===== config.mk =====
export PLATFORM = sky130hd
export DESIGN_NAME = kptl_cell
export DESIGN_NICKNAME = d
export VERILOG_FILES = /design/src/hdl/kptl_pkg.sv /design/src/hdl/kptl_cell.sv
export SDC_FILE = /design/constraint.sdc
export NUM_CORES = 1
export LEC_CHECK = 0
export BUFFER_PORTS_ARGS = -buffer_cell sky130_fd_sc_hd__buf_2
export CELL_PAD_IN_SITES_DETAIL_PLACEMENT = 0
export CELL_PAD_IN_SITES_GLOBAL_PLACEMENT = 1
export CORE_AREA = 2 2 112 114
export CTS_CLUSTER_SIZE = 8
export DETAILED_ROUTE_END_ITERATION = 7
export DIE_AREA = 0 0 114 116
export PLACE_DENSITY = 0.83
export RECOVER_POWER = 100
export SETUP_SLACK_MARGIN = 0.02
export SKIP_CTS_REPAIR_TIMING = 1
export SYNTH_ARGS = -nofsm -noshare
export SYNTH_HDL_FRONTEND = slang
export SYNTH_SLANG_ARGS = --single-unit

===== constraint.sdc =====
create_clock -name clk -period 9.8 [get_ports clk]
set_input_delay 0 -clock clk [delete_from_list [all_inputs] [get_ports clk]]
set_output_delay 0 -clock clk [all_outputs]
set_load 0.02 [all_outputs]

===== src/hdl/kptl_pkg.sv =====
package kptl_pkg;

	localparam int unsigned KEY_W = 24;
	localparam int unsigned PTS_W = 4;
	localparam int unsigned CNT_W = 16;
	localparam logic [CNT_W-1:0] COUNT_MAX = {CNT_W{1'b1}};

	typedef struct packed {
		logic [KEY_W-1:0] key_name;
		logic [PTS_W-1:0] points;
	} in_t;

	typedef struct packed {
		logic [KEY_W-1:0] leader_name;
		logic [CNT_W-1:0] leader_points;
		logic             dropped;
	} out_t;

	// item travelling along the chain, with the running leader
	typedef struct packed {
		logic             vld;
		logic [KEY_W-1:0] key;
		logic [PTS_W-1:0] pts;
		logic             done;
		logic             have;
		logic [KEY_W-1:0] best_key;
		logic [CNT_W-1:0] best_cnt;
	} pkt_t;

endpackage


===== src/hdl/kptl_cell.sv =====
module kptl_cell (
	input  logic          clk,
	input  logic          arst_n,
	input  kptl_pkg::pkt_t pkt_in,
	output kptl_pkg::pkt_t pkt_out
);
	import kptl_pkg::*;

	logic             used_q;
	logic [KEY_W-1:0] key_q;
	logic [CNT_W-1:0] cnt_q;

	logic             hit;
	logic             fill;
	logic [CNT_W:0]   sum;
	logic [CNT_W-1:0] cnt_new;
	logic             used_new;
	logic [KEY_W-1:0] key_new;
	pkt_t             pkt_nxt;

	assign hit  = pkt_in.vld && !pkt_in.done && used_q && (key_q == pkt_in.key);
	assign fill = pkt_in.vld && !pkt_in.done && !used_q && (pkt_in.pts != '0);
	assign sum  = {1'b0, cnt_q} + {{(CNT_W+1-PTS_W){1'b0}}, pkt_in.pts};

	always_comb begin
		cnt_new  = cnt_q;
		key_new  = key_q;
		used_new = used_q;
		if (hit) begin
			cnt_new = sum[CNT_W] ? COUNT_MAX : sum[CNT_W-1:0];
		end else if (fill) begin
			cnt_new  = {{(CNT_W-PTS_W){1'b0}}, pkt_in.pts};
			key_new  = pkt_in.key;
			used_new = 1'b1;
		end
	end

	always_comb begin
		pkt_nxt = pkt_in;
		// first free cell ends the search, stored or not
		if (pkt_in.vld && !pkt_in.done && (hit || !used_q)) begin
			pkt_nxt.done = 1'b1;
		end
		if (used_new && (!pkt_in.have || cnt_new >= pkt_in.best_cnt)) begin
			pkt_nxt.have     = 1'b1;
			pkt_nxt.best_key = key_new;
			pkt_nxt.best_cnt = cnt_new;
		end
	end

	always_ff @(posedge clk or negedge arst_n) begin
		if (!arst_n) begin
			used_q <= 1'b0;
		end else if (pkt_in.vld) begin
			used_q <= used_new;
		end
	end

	always_ff @(posedge clk) begin
		if (pkt_in.vld) begin
			key_q <= key_new;
			cnt_q <= cnt_new;
		end
	end

	always_ff @(posedge clk or negedge arst_n) begin
		if (!arst_n) begin
			pkt_out <= '0;
		end else begin
			pkt_out <= pkt_nxt;
		end
	end

endmodule


# --- Yosys cells after proc, flatten, opt, wreduce, memory -nomap -nowiden ---
# Index checks and enable logic that the tools add are counted.
totals:
  register_bits: 112
  latch_bits: 0
  ram_bits: 0
  romBits: 0
  inputBits: 73
  out_inout_bits: 71
  wordCells: 35
  n_memories: 0
op_classes:
  add_sub_neg: 1
  mul: 0
  n_div: 0
  order_cmp: 1
  n_eq_ne: 1
  n_shift: 0
  mux: 9
  bitwise: 0
  n_reduce_logical: 13
ops:
  columns: ["operator", "n"]
  rows:
  - ["$mux 16", 3]
  - ["$mux 24", 2]
  - ["$mux 41", 1]
  - ["$eq 24x24->1", 1]
  - ["$add 16x4->17", 1]
  - ["$ge 16x16->1", 1]
  - ["$logic_and 1x1->1", 7]
  - ["$reduce_bool 4->1", 1]
  - ["$logic_not 1->1", 3]
  - ["$mux 1", 3]
  - ["$logic_or 1x1->1", 2]

# --- Longest topological paths before layout ---
depth:
  depth_word: 10
  depth_mapped: 15
  mapped_depth_nobuf: 14

# --- Worst setup path before layout ---
# No wires, ideal clock.
synth_path:
  path_kind: "reg-to-reg"
  startpoint: "register cnt_q[1]"
  endpoint: "register pkt_out[0] in the netlist's numbering"
  setup_time_ps: 125
  arrival_ps: 3187
  t_required_ps: 9675
  slack_ps: 6488
  path_stages_with_launch: 14
  path_buffers: 1
  synth_period_minus_slack_ps: 3312
  path_cell_list: "edfxtp_1 -> ha_1 -> a211o_1 -> a21oi_1 -> nor3_1 -> xnor2_1 -> o211ai_1 -> ha_1 -> nand4_1 -> o32ai_1 -> nor4b_1 -> a21oi_1 -> buf_2 -> mux2_2"
synth_lines:
  columns: ["item", "line", "source"]
  rows:
  - ["start, declared", "kptl_cell.sv:11", "logic [CNT_W-1:0] cnt_q;"]
  - ["start signal, assigned", "kptl_cell.sv:62", "cnt_q <= cnt_new;"]
  - ["end signal, assigned", "kptl_cell.sv:70", "pkt_out <= pkt_nxt;"]
  - ["end, declared", "kptl_cell.sv:5", "output kptl_pkg::pkt_t pkt_out"]

==> impl_metrics.py <==
metrics = {
    "synthesis": {
        "ys_types": 44,
        "synth-compound-area-share": 0.0565,
        "syn_area_per_cell_um2": 13.6,
        "syn_nets": 480,
        "yosysWarningCount": 0,
        "synth_area_mm2": 0.00527,
        "synth_edf_count": 40,
        "syn_inst": 386,
        "synth_fa_ha_area_frac": 0.0513,
        "synth_mux_area_frac": 0.167,
        "synth-seq-cells": 112,
        "synth_top_family_by_area": "multiplexers",
        "synthSimpleGateAreaFrac": 0.0748,
        "seq_area_frac_synth": 0.570,
        "synth-xor-area-share": 0.0516,
        "async_reset_ff_frac": 0.643,
        "synth_ff_type": "dfrtp_1",
    },
    "run_status": {
        "violations": "capacitance limit, slew limit",
        "status": "complete, but fails checks",
    },
    "timing": {
        "fin_skew_ns": 0.00952,
        "setup_tns_ns": 0,
        "hold_viol": 0,
        "tightest_slew_ns": 3.98,
        "min_period_over_period": 0.684,
        "rsz0062_at_grt": "false",
        "setup_viol": 0,
        "final_max_slew_viol_count": 154,
        "slew_headroom": -1.65,
        "post-route-min-period_ns": 6.71,
        "worst_slack_ns": 3.09,
        "fmax_mhz": 149,
    },
    "finish": {
        "final_common_cell": "clkbuf_1",
        "nets": 696,
        "layout_common_cells": "clkbuf_1 (104), dfrtp_1 (72), dlygate4sd3_1 (71)",
        "area_delta_synth_final_pct": 31.4,
        "drive_gt1_frac": 0.180,
        "fin_area_mm2": 0.00692,
        "antenna_cells": 0,
    },
    "floorplan": {
        "ios": 144,
        "core_area_mm2": 0.0119,
        "start_util": 0.442,
        "dieHeight_um": 116,
        "die_area_mm2": 0.0132,
        "num_rows": 40,
        "die_x_um": 114,
    },
    "clocking": {
        "cts_tree": "done",
        "cts_max_level": 3,
        "root_buffer": "clkbuf_16",
        "clockBufferDepth": 2,
        "clock_latency_ns": 0.35,
        "path_clk_slew_ns": 0.07,
        "numClockSinks": 112,
        "cts_made_buffers": 9,
    },
    "global_routing": {
        "grtUsageTotal": 0.188,
        "grt_pass1_vias": 3697,
        "grt-ovfl-total": 0,
        "grt_pass1_wl_mm": 18.7,
        "grt_start_max_net_pins": 73,
        "antenna_found_initial": 0,
    },
    "detailed_routing": {
        "finalWirelength_mm": 13.0,
        "drc_errors": 0,
        "drt_first_pass_iters": 4,
        "via_count": 3804,
        "post_drt_wl_per_cell_um": 17.3,
        "drtAntennaViolNets": 0,
        "routed_via_density": 5.05,
        "drt_iter0_markers": 133,
    },
    "power": {
        "ir_worst_vdd_uv": 144,
        "cellPowerDensity_mw_per_mm2": 154,
        "power_leakage_nw": 2.87,
    },
    "place": {
        "place_congestion": 0.784,
        "port_buffers": 143,
        "dp_slack_ns": 4.62,
        "placed_area_mm2": 0.00612,
        "dp_hpwl_mm": 8.69,
    },
    "run": {
        "drv_cap": 3,
    },
    "critical_path": {
        "required_ns": 10.03,
        "rrSetupSlack_ns": 4.16,
        "cp-start-kind": "input port",
        "critical_path_class": "in2reg",
        "cp-end-kind": "flip-flop",
        "arrival_ns": 6.94,
        "startpoint": "pkt_in[70]",
        "critPathMaxFanout": 43,
        "reg2reg_from": "used_q",
    },
    "min_path": {
        "min_path_type": "in2reg",
        "min-delay-start": "pkt_in[66]",
    },
}
[per-layer routing]
layer / track usage / share of wire / up-vias
met5: 0 / 0 / -
met4: 0.0634 / 0.017 / 0
met3: 0.0591 / 0.053 / 17
met2: 0.313 / 0.51 / 109
met1: 0.235 / 0.42 / 1833
li1: - / - / 1845
[path summary, 6_finish.rpt]
check / cells after the start / end
worst max-delay path: 14 / pkt_out[15]
worst min-delay path: 2 / pkt_out[66]
worst max register to register: 11 / pkt_out[15]
worst min register to register: 1 / pkt_out[40]
max in group asynchronous: 2 / pkt_out[6]
min in group asynchronous: 2 / pkt_out[60]
[logic make-up after synthesis]
group,after synthesis
AOI/OAI and AO/OA,43
and+or+nand+nor,72
DFF,112
xor gates and xnor gates,31
adders and majority gates,21
muxes,77
buffers and inverters,30
[registers in the layout (all words and copies together) (netlist names)]
| name | cells |
|---|---|
| used_q | 1 |
| cnt_q | 16 |
| pkt_out | 71 |
| key_q | 24 |
[cell usage after synthesis, types with 2 or more instances]
master	number	area, um^2
buf_4	2	15.0
o21ai_0	2	10.0
nor4b_1	2	17.5
nor3_1	3	15.0
inv_1	17	63.8
o211ai_1	5	37.5
nand4_1	11	68.8
nand2b_1	2	12.5
and4_1	2	17.5
o2111ai_1	4	35.0
nand2_1	20	75.1
a21o_1	10	75.1
nor2_1	7	26.3
nor4_1	2	12.5
edfxtp_1	40	1200
buf_2	8	40.0
and3_1	2	12.5
buf_6	3	33.8
xnor2_1	30	263
mux2_2	57	642
mux2i_1	13	130
a21oi_1	10	50.1
a211oi_1	4	30.0
dfrtp_1	72	1800
mux2_4	7	105
nor2b_1	2	12.5
o21ai_1	3	15.0
ha_1	20	250
nand3_1	10	50.1
and2_1	2	12.5
[where the power goes]
| part | switching (mW) | internal (mW) | leakage, nW |
|---|---|---|---|
| combinational | 0.104 | 0.0816 | 1.51 |
| clock | 0.169 | 0.174 | 0.133 |
| sequential | 0.0151 | 0.521 | 1.22 |
| total | 0.289 | 0.777 | 2.87 |
[critical path: stages]
cell	delay [ns]
clkbuf_1	1.77
nor2b_1	0.34
or3b_2	0.59
clkbuf_1	0.80
nand2_1	0.28
a21o_1	0.11
o211ai_1	0.15
ha_1	0.35
o2111ai_1	0.18
nor3_1	0.31
nand2_1	0.10
a21oi_1	0.99
buf_4	0.52
mux2_2	0.39
[layout make-up]
type,instances,area [um^2]
multi-input combinational,244,2070
clock inverter,6,43.8
fill,1048,4990
timing repair buffer,218,1320
clock buffer,10,229
tap,147,184
sequential,112,3000
inverter,17,63.8
[metrics by stage]
stage	hold slack, ns	util	cells	total power [mW]
2_1_floorplan	-0.296	-	386	0.646
6_report	0.357	0.581	754	1.07
3_5_place_dp	0.147	0.514	667	0.720
3_3_place_gp	0.145	0.514	667	0.716
4_1_cts	-0.225	0.537	683	1.06
5_1_grt	0.355	0.581	754	1.11
Power figures use the tool's default switching activity.
